### config.mk
export PLATFORM = sky130hd
export DESIGN_NAME = cubic_bezier_x_inverse_core
export DESIGN_NICKNAME = d
export VERILOG_FILES = /design/src/rtl/cbxi_pkg.sv /design/src/rtl/cbxi_ctrl.sv /design/src/rtl/cbxi_dpath.sv /design/src/rtl/cubic_bezier_x_inverse_core.sv
export SDC_FILE = /design/constraint.sdc
export NUM_CORES = 1
export LEC_CHECK = 0
export BUFFER_PORTS_ARGS = -buffer_cell sky130_fd_sc_hd__buf_2
export CAP_MARGIN = 15
export CORE_MARGIN = 4
export CORE_UTILIZATION = 50
export DETAILED_ROUTE_END_ITERATION = 8
export PLACE_DENSITY = 0.68
export SLEW_MARGIN = 20
export SYNTH_ARGS = -nofsm -noshare
export SYNTH_HDL_FRONTEND = slang
export SYNTH_HIERARCHICAL = 1
export SYNTH_SLANG_ARGS = --single-unit
export TNS_END_PERCENT = 100
### constraint.sdc
create_clock -name i_clk -period 11.4 [get_ports i_clk]
set_clock_uncertainty 0.1 [all_clocks]
set_input_delay 2.28 -clock i_clk [delete_from_list [all_inputs] [get_ports i_clk]]
set_output_delay 2.28 -clock i_clk [all_outputs]
set_load 0.1 [all_outputs]
### src/rtl/cbxi_pkg.sv
// Shared types and constants for the cubic Bezier x-inverse core.
package cbxi_pkg;

    // Result status codes
    typedef enum logic [1:0] {
        ST_BEFORE = 2'd0,
        ST_BEYOND = 2'd1,
        ST_TOL    = 2'd2,
        ST_LIMIT  = 2'd3
    } t_status;

    // Controller states
    typedef enum logic [2:0] {
        S_IDLE,
        S_CHECK,
        S_SPLIT,
        S_MERGE,
        S_FINISH
    } t_state;

    // Configuration register indexes
    localparam logic CFG_TOLERANCE       = 1'b0;
    localparam logic CFG_ITERATION_LIMIT = 1'b1;

    localparam int TOL_WIDTH   = 16;
    localparam int LIMIT_WIDTH = 10;
    localparam logic [LIMIT_WIDTH-1:0] MAX_STEPS   = 10'd512;
    localparam logic [LIMIT_WIDTH-1:0] LIMIT_RESET = 10'd32;

    // Controller to datapath commands
    typedef struct packed {
        logic    load;
        logic    split;
        logic    update;
        logic    emit;
        t_status code;
    } t_dp_cmd;

    // Datapath to controller status
    typedef struct packed {
        logic at_start;
        logic past_end;
        logic hit;
    } t_dp_stat;

endpackage

### src/rtl/cbxi_ctrl.sv
// Sequencing state machine for the bisection: check, split/merge steps, finish.
module cbxi_ctrl (
    input  logic                                i_clk,
    input  logic                                i_rst_n,
    input  logic                                start,
    input  logic [cbxi_pkg::LIMIT_WIDTH-1:0]    i_iteration_limit,
    input  cbxi_pkg::t_dp_stat                  i_stat,
    output cbxi_pkg::t_dp_cmd                   o_cmd,
    output logic                                busy
);

    cbxi_pkg::t_state r_state, n_state;
    logic [cbxi_pkg::LIMIT_WIDTH-1:0] r_step, n_step;
    logic [cbxi_pkg::LIMIT_WIDTH-1:0] w_lim;
    logic [cbxi_pkg::LIMIT_WIDTH-1:0] w_step_inc;
    logic w_edge_case;

    // Step limit saturates at the maximum
    assign w_lim = (i_iteration_limit > cbxi_pkg::MAX_STEPS) ?
                   cbxi_pkg::MAX_STEPS : i_iteration_limit;
    assign w_step_inc  = r_step + 1'b1;
    assign w_edge_case = i_stat.at_start || i_stat.past_end;

    // Next state
    always_comb begin
        n_state = r_state;
        case (r_state)
            cbxi_pkg::S_IDLE: begin
                if (start) n_state = cbxi_pkg::S_CHECK;
            end
            cbxi_pkg::S_CHECK: begin
                if (w_edge_case)                          n_state = cbxi_pkg::S_IDLE;
                else if (w_lim == '0)                     n_state = cbxi_pkg::S_FINISH;
                else                                      n_state = cbxi_pkg::S_SPLIT;
            end
            cbxi_pkg::S_SPLIT:  n_state = cbxi_pkg::S_MERGE;
            cbxi_pkg::S_MERGE: begin
                if (i_stat.hit)                           n_state = cbxi_pkg::S_IDLE;
                else if (w_step_inc == w_lim)             n_state = cbxi_pkg::S_FINISH;
                else                                      n_state = cbxi_pkg::S_SPLIT;
            end
            cbxi_pkg::S_FINISH: n_state = cbxi_pkg::S_IDLE;
            default:            n_state = cbxi_pkg::S_IDLE;
        endcase
    end

    // Step counter
    always_comb begin
        n_step = r_step;
        if (r_state == cbxi_pkg::S_CHECK)                   n_step = '0;
        else if (r_state == cbxi_pkg::S_MERGE && !i_stat.hit) n_step = w_step_inc;
    end

    // Command decode
    always_comb begin
        o_cmd        = '0;
        o_cmd.code   = cbxi_pkg::ST_LIMIT;
        busy         = (r_state != cbxi_pkg::S_IDLE);
        case (r_state)
            cbxi_pkg::S_IDLE: begin
                o_cmd.load = start;
            end
            cbxi_pkg::S_CHECK: begin
                o_cmd.emit = w_edge_case;
                o_cmd.code = i_stat.at_start ? cbxi_pkg::ST_BEFORE : cbxi_pkg::ST_BEYOND;
            end
            cbxi_pkg::S_SPLIT: begin
                o_cmd.split = 1'b1;
            end
            cbxi_pkg::S_MERGE: begin
                o_cmd.update = !i_stat.hit;
                o_cmd.emit   = i_stat.hit;
                o_cmd.code   = cbxi_pkg::ST_TOL;
            end
            cbxi_pkg::S_FINISH: begin
                o_cmd.emit = 1'b1;
                o_cmd.code = cbxi_pkg::ST_LIMIT;
            end
            default: begin
                o_cmd = '0;
            end
        endcase
    end

    always_ff @(posedge i_clk) begin
        if (!i_rst_n) begin
            r_state <= cbxi_pkg::S_IDLE;
            r_step  <= '0;
        end else begin
            r_state <= n_state;
            r_step  <= n_step;
        end
    end

endmodule

### src/rtl/cbxi_dpath.sv
// Datapath: target-relative control points, de Casteljau split, t interval, result registers.
module cbxi_dpath #(
    parameter int COORD_WIDTH     = 32,
    parameter int PARAM_FRAC_BITS = 16
) (
    input  logic                                i_clk,
    input  logic                                i_rst_n,
    input  cbxi_pkg::t_dp_cmd                   i_cmd,
    input  logic [cbxi_pkg::TOL_WIDTH-1:0]      i_tolerance,
    input  logic signed [COORD_WIDTH-1:0]       i_target_x,
    input  logic signed [COORD_WIDTH-1:0]       i_start_x,
    input  logic signed [COORD_WIDTH-1:0]       i_first_control_x,
    input  logic signed [COORD_WIDTH-1:0]       i_end_x,
    input  logic signed [COORD_WIDTH-1:0]       i_second_control_x,
    output cbxi_pkg::t_dp_stat                  o_stat,
    output logic                                o_valid,
    output logic [PARAM_FRAC_BITS:0]            o_curve_param,
    output logic [1:0]                          o_status
);

    // Points are held relative to the target; one extra bit holds the difference
    localparam int DW = COORD_WIDTH + 1;
    localparam int TW = PARAM_FRAC_BITS + 1;
    localparam logic [TW-1:0] T_ONE = TW'(1) << PARAM_FRAC_BITS;

    logic signed [DW-1:0] r_p0, r_c0, r_c1, r_p1;
    logic signed [DW-1:0] r_a, r_b, r_c, r_d, r_e;
    logic [TW-1:0]        r_u, r_v;
    logic                 r_valid;
    logic [TW-1:0]        r_curve_param;
    cbxi_pkg::t_status    r_status;

    logic signed [DW-1:0] w_a, w_b, w_c, w_d, w_e, w_f;
    logic signed [DW-1:0] w_tol;
    logic [TW:0]          w_tsum;
    logic [TW-1:0]        w_tmid;

    // Floor of the mean: arithmetic shift of the widened sum
    function automatic logic signed [DW-1:0] avg(input logic signed [DW-1:0] p,
                                                 input logic signed [DW-1:0] q);
        logic signed [DW:0] s;
        s = {p[DW-1], p} + {q[DW-1], q};
        return s[DW:1];
    endfunction

    // First split level: outer and second level averages
    assign w_a = avg(r_p0, r_c0);
    assign w_b = avg(r_c0, r_c1);
    assign w_c = avg(r_c1, r_p1);
    assign w_d = avg(w_a, w_b);
    assign w_e = avg(w_b, w_c);

    // Curve midpoint relative to target, and tolerance window
    assign w_f   = avg(r_d, r_e);
    assign w_tol = $signed({{(DW-cbxi_pkg::TOL_WIDTH){1'b0}}, i_tolerance});

    // Interval midpoint in t
    assign w_tsum = {1'b0, r_u} + {1'b0, r_v};
    assign w_tmid = w_tsum[TW:1];

    assign o_stat.at_start = (r_p0 >= 0);
    assign o_stat.past_end = (r_p1 <= 0);
    assign o_stat.hit      = (w_f <= w_tol) && (w_f >= -w_tol);

    // Point and interval registers
    always_ff @(posedge i_clk) begin
        if (i_cmd.load) begin
            r_p0 <= DW'(i_start_x)          - DW'(i_target_x);
            r_c0 <= DW'(i_first_control_x)  - DW'(i_target_x);
            r_c1 <= DW'(i_second_control_x) - DW'(i_target_x);
            r_p1 <= DW'(i_end_x)            - DW'(i_target_x);
            r_u  <= '0;
            r_v  <= T_ONE;
        end else if (i_cmd.update) begin
            if (w_f < 0) begin
                // Target lies in the right half
                r_p0 <= w_f;
                r_c0 <= r_e;
                r_c1 <= r_c;
                r_u  <= w_tmid;
            end else begin
                r_c0 <= r_a;
                r_c1 <= r_d;
                r_p1 <= w_f;
                r_v  <= w_tmid;
            end
        end
        if (i_cmd.split) begin
            r_a <= w_a;
            r_b <= w_b;
            r_c <= w_c;
            r_d <= w_d;
            r_e <= w_e;
        end
    end

    // Result registers
    always_ff @(posedge i_clk) begin
        if (i_cmd.emit) begin
            r_status <= i_cmd.code;
            case (i_cmd.code)
                cbxi_pkg::ST_BEFORE: r_curve_param <= '0;
                cbxi_pkg::ST_BEYOND: r_curve_param <= T_ONE;
                default:             r_curve_param <= w_tmid;
            endcase
        end
    end

    always_ff @(posedge i_clk) begin
        if (!i_rst_n) begin
            r_valid <= 1'b0;
        end else begin
            r_valid <= i_cmd.emit;
        end
    end

    assign o_valid       = r_valid;
    assign o_curve_param = r_curve_param;
    assign o_status      = r_status;

endmodule

### src/rtl/cubic_bezier_x_inverse_core.sv
// A target at or outside the end points is resolved in the check state that follows start.
// Otherwise each bisection step is a split state, then a merge state: a tolerance hit is
// emitted from the merge state of its step, reaching the step limit (max 512) from a finish state.
// One item at a time; a new start is taken in the cycle the result strobe is high.
// The result strobe lasts one cycle and cannot be stalled.
// Synchronous active-low reset: idle, no result pending, tolerance 0, iteration limit 32.
module cubic_bezier_x_inverse_core #(
    parameter int COORD_WIDTH     = 32,
    parameter int PARAM_FRAC_BITS = 16
) (
    input  logic                                i_clk,
    input  logic                                i_rst_n,
    input  logic                                i_cfg_we,
    input  logic                                i_cfg_idx,
    input  logic [cbxi_pkg::TOL_WIDTH-1:0]      i_cfg_data,
    input  logic                                start,
    output logic                                busy,
    input  logic signed [COORD_WIDTH-1:0]       i_target_x,
    input  logic signed [COORD_WIDTH-1:0]       i_start_x,
    input  logic signed [COORD_WIDTH-1:0]       i_first_control_x,
    input  logic signed [COORD_WIDTH-1:0]       i_end_x,
    input  logic signed [COORD_WIDTH-1:0]       i_second_control_x,
    output logic                                o_valid,
    output logic [PARAM_FRAC_BITS:0]            o_curve_param,
    output logic [1:0]                          o_status
);

    logic [cbxi_pkg::TOL_WIDTH-1:0]   r_tolerance;
    logic [cbxi_pkg::LIMIT_WIDTH-1:0] r_iteration_limit;
    cbxi_pkg::t_dp_cmd                w_cmd;
    cbxi_pkg::t_dp_stat               w_stat;

    // Configuration registers
    always_ff @(posedge i_clk) begin
        if (!i_rst_n) begin
            r_tolerance       <= '0;
            r_iteration_limit <= cbxi_pkg::LIMIT_RESET;
        end else if (i_cfg_we) begin
            case (i_cfg_idx)
                cbxi_pkg::CFG_TOLERANCE:       r_tolerance <= i_cfg_data;
                cbxi_pkg::CFG_ITERATION_LIMIT:
                    r_iteration_limit <= i_cfg_data[cbxi_pkg::LIMIT_WIDTH-1:0];
                default: ;
            endcase
        end
    end

    cbxi_ctrl u_ctrl (
        .i_clk             (i_clk),
        .i_rst_n           (i_rst_n),
        .start             (start),
        .i_iteration_limit (r_iteration_limit),
        .i_stat            (w_stat),
        .o_cmd             (w_cmd),
        .busy              (busy)
    );

    cbxi_dpath #(
        .COORD_WIDTH     (COORD_WIDTH),
        .PARAM_FRAC_BITS (PARAM_FRAC_BITS)
    ) u_dpath (
        .i_clk              (i_clk),
        .i_rst_n            (i_rst_n),
        .i_cmd              (w_cmd),
        .i_tolerance        (r_tolerance),
        .i_target_x         (i_target_x),
        .i_start_x          (i_start_x),
        .i_first_control_x  (i_first_control_x),
        .i_end_x            (i_end_x),
        .i_second_control_x (i_second_control_x),
        .o_stat             (w_stat),
        .o_valid            (o_valid),
        .o_curve_param      (o_curve_param),
        .o_status           (o_status)
    );

    // A result beat is only shown once the controller has gone idle
    a_valid_idle: assert property (@(posedge i_clk) disable iff (!i_rst_n)
        o_valid |-> !busy)
        else $error("result strobe while busy");

    // An accepted start keeps the block busy in the next cycle
    a_start_busy: assert property (@(posedge i_clk) disable iff (!i_rst_n)
        (start && !busy) |=> busy)
        else $error("start accepted but block not busy");

    // t never leaves 0..1
    a_param_range: assert property (@(posedge i_clk) disable iff (!i_rst_n)
        o_valid |-> (o_curve_param <= ((PARAM_FRAC_BITS+1)'(1) << PARAM_FRAC_BITS)))
        else $error("curve parameter above one");

    // Before-start results carry their fixed parameter value of zero
    a_edge_param: assert property (@(posedge i_clk) disable iff (!i_rst_n)
        (o_valid && (o_status == cbxi_pkg::ST_BEFORE)) |-> (o_curve_param == '0))
        else $error("before-start result with nonzero parameter");

endmodule

=== Yosys cells after proc, flatten, opt, wreduce, memory -nomap -nowiden ===
Index checks and enable logic that the tools add are counted.

* Add/subtract/negate cells: 13
* Multipliers: 0
* Div/mod/pow operators: 0
* Magnitude comparators: 6
* Equal/unequal tests: 8
* Shift-type cells: 0
* Muxes and demuxes: 25
* Bitwise logic cells: 3
* Reductions and logical operators: 18

{| class="wikitable"
|+ Operators with widths
! cell !! number
|-
| two-way mux 33 bit || 12
|-
| adder 33 x 33 -> 34 bit || 6
|-
| subtractor 32 x 32 -> 33 bit || 4
|-
| one-hot mux 17 bit (2 select lines) || 1
|-
| >= comparator 33 x 1 -> 1 bit, second input constant || 1
|-
| >= comparator 33 bit || 1
|-
| <= comparator 33 x 1 -> 1 bit, second input constant || 1
|-
| <= comparator 33 x 17 -> 1 bit || 1
|-
| less-than comparator 33 x 1 -> 1 bit, second input constant || 1
|-
| negation 16 -> 33 bit || 1
|-
| one-hot mux 3 bit (4 select lines) || 2
|-
| adder 17 x 17 -> 18 bit || 1
|-
| two-way mux 3 bit || 5
|-
| AND reduction 2 bit || 6
|-
| adder 10 x 1 -> 10 bit, second input constant || 1
|-
| == test 10 bit || 1
|-
| greater-than comparator 10 bit, second input constant || 1
|-
| logical NOT 10 bit || 1
|-
| two-way mux 10 bit || 1
|-
| == test 3 x 2 -> 1 bit, second input constant || 2
|-
| two-way mux 1 bit || 4
|-
| inequality test 2 bit, second input constant || 2
|-
| nonzero test 2 bit || 2
|-
| OR reduction 2 bit || 2
|-
| 10 further kinds || 13
|}

* Register bits after elaboration: 357
* Latch bits: 0
* RAM bits: 0
* Memory bits (read-only): 0
* Input port bits: 181
* Output and inout bits: 21
* Word-level logic and storage cells: 90
* Memories: 0

=== Longest topological paths before layout ===
* Depth after elaboration: 7
* Mapped depth: 29
* Mapped depth without buffers: 27

=== By module ===
The synthesis kept the hierarchy.

{| class="wikitable"
|+ By module, submodules not included
! module !! times used !! cells an instance !! area an instance (um^2) !! seq. area each (um^2)
|-
| cbxi_dpath || 1 || 3166 || 29497.0 || 9198.8
|-
| cbxi_ctrl || 1 || 130 || 1033.5 || 260.2
|-
| cubic_bezier_x_inverse_core || 1 || 105 || 1029.7 || 520.5
|}

=== Worst setup path after synthesis ===
OpenSTA, ideal clock, no wires.

* Kind: reg2reg
* Start: reg u_ctrl.r_state[1]
* End: reg u_dpath.r_a[0] (enable)
* Setup time: 0.816 ns
* Arrival time: 10.298 ns
* Data required time: 10.484 ns
* Slack: 0.186 ns
* Stages on the path, launching flop included: 3
* Path buffers: 1
* Clock period less this slack: 11.214 ns
* Path through: dfxtp_1 > clkbuf_1 > nor3b_1

{| class="wikitable"
|+ RTL lines
! what !! RTL line !! source
|-
| from (decl) || cbxi_ctrl.sv:12 || <nowiki>cbxi_pkg::t_state r_state, n_state;</nowiki>
|-
| from (signal assigned) || cbxi_ctrl.sv:87 || <nowiki>r_state <= cbxi_pkg::S_IDLE;</nowiki>
|-
| from (signal assigned) || cbxi_ctrl.sv:90 || <nowiki>r_state <= n_state;</nowiki>
|-
| to (signal assigned) || cbxi_dpath.sv:89 || <nowiki>r_a <= w_a;</nowiki>
|-
| to (decl) || cbxi_dpath.sv:27 || <nowiki>logic signed [DW-1:0] r_a, r_b, r_c, r_d, r_e;</nowiki>
|}

==> out/results.ini <==
[critical_path]
path_max_fanout = 18
timing.rr.start = u_dpath/r_d[0]
critPathKind = register to register
setup.worst_path.start_class = register
slowest_stage = nand2_1
critPathArrivalTime_ns = 9.34
cp_num_buf_inv = 4
rrSetupSlack_ns = 2.26
cp.required_ns = 11.60
cp-end-kind = register
reg2regPathDepth = 27
r2r_end = u_dpath/r_p1[18]
cp_top_family = compound AO/OA/AOI/OAI gates
slowest_delay_ns = 0.76

[synth]
ys_seq_elements = 357
synth_edf_count = 283
synth_seq_area_share = 0.3162
synth_fa_ha_area_frac = 0.1604
synth-xor-area-share = 0.08567
synth_compound_area_frac = 0.2140
yosys_most_used_dff = edfxtp_1
yosys_warnings = 6
synth_cell_types = 100
async_flop_share = 0
syn_area_um2 = 31560
synth_area_per_cell_um2 = 9.280
syn_inst = 3401
synth_top_family_by_area = compound AO/OA/AOI/OAI gates
yosys.area_share.simple = 0.1448
syn_nets = 3980
yosys-mux-area-fraction = 0.04702

[cts]
post_cts_buffers = 0
ctsHoldBuffers = 0
cts_num_sinks = 357
cts_tree = done
root_buffer = clkbuf_16
clock_latency_ns = 0.58
cts_buffer_depth = 3
clk_pin_slew_worst_paths_ns = 0.06
numCtsBuffers = 43
htreeDepth = 2
ctsResizeCount = 0

[timing]
max_slew_margin = 0.2487
clock.fmax_ghz = 0.1094
grt_setup_unrepaired = false
finalHoldViolations = 0
setup_viol = 0
slew_viol_final = 0
setup_ws_ns = 2.261
period_needed_ns = 9.139
tightest_slew_ns = 1.120
tns_ns = 0
post-route-period-util = 0.8016

[worst_hold_path]
whs_endpoint = r_tolerance[3]
hold_class = register to register
holdPathStages = 2
min_from = r_tolerance[3]

[cells_and_area]
area_growth_pct = 10.24
drive_gt1_frac = 0.09637
fin_area_um2 = 34790
nNetsFinal = 4176
fillCellCount = 5588
utilization = 0.5607
insertedDiodeCount = 0

[routing]
first_pass_iters = 6
drc = 0
routedWlPerCell_um = 22.87
vias_per_cell = 6.134
ant_nets = 0
drt_iter0_drc = 2556
drt-total-wl_um = 102200
vias = 27410

[die]
pin_count = 202
start_util = 0.5086
die_width_um = 259.2
rows = 91
die_area_um2 = 67210
die_height_um = 259.2
core_um2 = 62050

[grt]
grt_pass1_wl_um = 153000
grt_pass1_vias = 25770
grt_util_all_layers = 0.2942
overflow = 0
grt_max_degree = 155
grt_antenna_before_repair = 0

[placed_design]
gp_congestion = 0.9910
port-buffer-count = 201
dp.final_hpwl_um = 82790
pre_cts_ws_ns = 2.326
dpl_cell_area_um2 = 33380

[power_and_ir_drop]
ir_drop_uv = 148.3
power_mw = 7.526
power_density_nw_per_um2 = 216.3
leakage_nw = 15.33

[outcome]
status = finished, final reports clean

[job]
cap_violations = 0

## how the worst max path moves through the flow
| stage | endpoint | cells after the start | start |
|---|---|---|---|
| final | u_dpath/r_p1[18] | 27 | u_dpath/r_d[0] |
| after floorplan | u_dpath/r_a[0] | 2 | u_ctrl/r_state[1] |
| after global placement | u_dpath/r_p1[18] | 27 | u_dpath/r_d[0] |
| after CTS | u_dpath/r_p1[18] | 27 | u_dpath/r_d[0] |
| after global routing | u_dpath/r_p1[18] | 27 | u_dpath/r_d[0] |
| after detailed placement | u_dpath/r_p1[15] | 27 | u_dpath/r_d[0] |
## sequential cells by signal, indices dropped and copies added, names as in the netlist, 3 cells and up
| register | count |
|---|---|
| u_dpath/r_c1 | 33 |
| u_dpath/r_p0 | 33 |
| u_ctrl/r_step | 10 |
| u_dpath/r_p1 | 33 |
| u_ctrl/r_state | 3 |
| u_dpath/r_d | 33 |
| r_tolerance | 16 |
| u_dpath/r_c0 | 33 |
| u_dpath/r_c | 33 |
| r_iteration_limit | 10 |
| u_dpath/r_v | 17 |
| u_dpath/r_u | 17 |
| u_dpath/r_a | 33 |
| u_dpath/o_curve_param | 17 |
| u_dpath/r_e | 33 |
## per-stage QoR
step	hold WS [ns]	cells
after floorplan	0.3347	3401
after global placement	0.3499	4388
after detailed placement	0.3564	4388
after CTS	0.3672	4468
after global routing	0.3963	4469
final	0.3641	4469
## power by group
part / switching (mW) / leakage, nW / internal, mW
sequential: 0.108 / 3.24 / 1.78
combinational: 2.55 / 11.4 / 1.70
clock: 0.570 / 0.689 / 0.816
## final cells by class
| type | instances | area, um^2 | area share |
|---|---|---|---|
| Inverter | 155 | 586.8 | 0.01687 |
| Tap cell | 837 | 1047 | 0.03010 |
| Clock buffer | 58 | 1174 | 0.03373 |
| Clock inverter | 22 | 226.5 | 0.006509 |
| Sequential cell | 357 | 9980 | 0.2868 |
| Multi-Input combinational cell | 2820 | 20610 | 0.5925 |
| Timing Repair Buffer | 220 | 1165 | 0.03348 |
## placed cells by master (no fill, tap or decap), types with 105 or more instances in the layout
cell / Yosys / final
mux2i_1: 137 / 137
o21ai_0: 172 / 172
edfxtp_1: 283 / 283
nand2_1: 245 / 245
ha_1: 387 / 387
a21oi_1: 294 / 294
xor2_1: 105 / 105
buf_2: 9 / 201
nor2_1: 206 / 205
a21o_1: 188 / 188
xnor2_1: 200 / 200
inv_1: 152 / 151
## logic make-up (layout without fill, tap and decap cells)
group	Yosys count	in the layout
multiplexers	147	147
adder cells (fa/ha/maj)	398	398
buffers and inverters	224	455
flip-flops	357	357
AO/OA/AOI/OAI	1048	1048
XOR/XNOR	307	307
AND/OR/NAND/NOR	920	920
## layer usage
metal / vias to the layer above / GRT usage / share of wire
met2: 1053 / 0.4741 / 0.45
met3: 148 / 0.03990 / 0.077
met1: 13050 / 0.4117 / 0.44
li1: 13160 / - / -
met4: 0 / 0.09384 / 0.034
met5: - / 0 / 0
## synthesized netlist by cell type (all sizes together) (11+ instances only)
library cell  count  share of area
a21boi           17         0.0040
fa               11         0.0070
and2             47         0.0094
inv             154          0.018
or2              16         0.0032
nand2           245          0.029
a31oi            42         0.0083
clkbuf           43         0.0051
ha              387           0.15
and3             49         0.0097
o31ai            21         0.0052
or3              18         0.0036
o21a             44          0.010
a31o             13         0.0036
xor2            105          0.029
a211o            12         0.0033
dfxtp            74          0.047
nor4             17         0.0034
mux2i           137          0.043
a21o            188          0.045
nor2            207          0.025
nor2b            42         0.0086
o21bai           36         0.0086
xnor2           202          0.057
nand3            72          0.012
edfxtp          283           0.27
a211oi           30         0.0071
a21oi           296          0.047
nor3             66          0.010
o211ai           27         0.0064
nand4            43         0.0087
nand2b           59          0.012
o21ai           216          0.034
buf              26         0.0081
## worst min-delay path, cell delays in order (launching register included)
cell and delay (ns):
dfxtp_1 0.31, nand2_1 0.05, mux2i_1 0.05
Power figures use the tool's default switching activity.
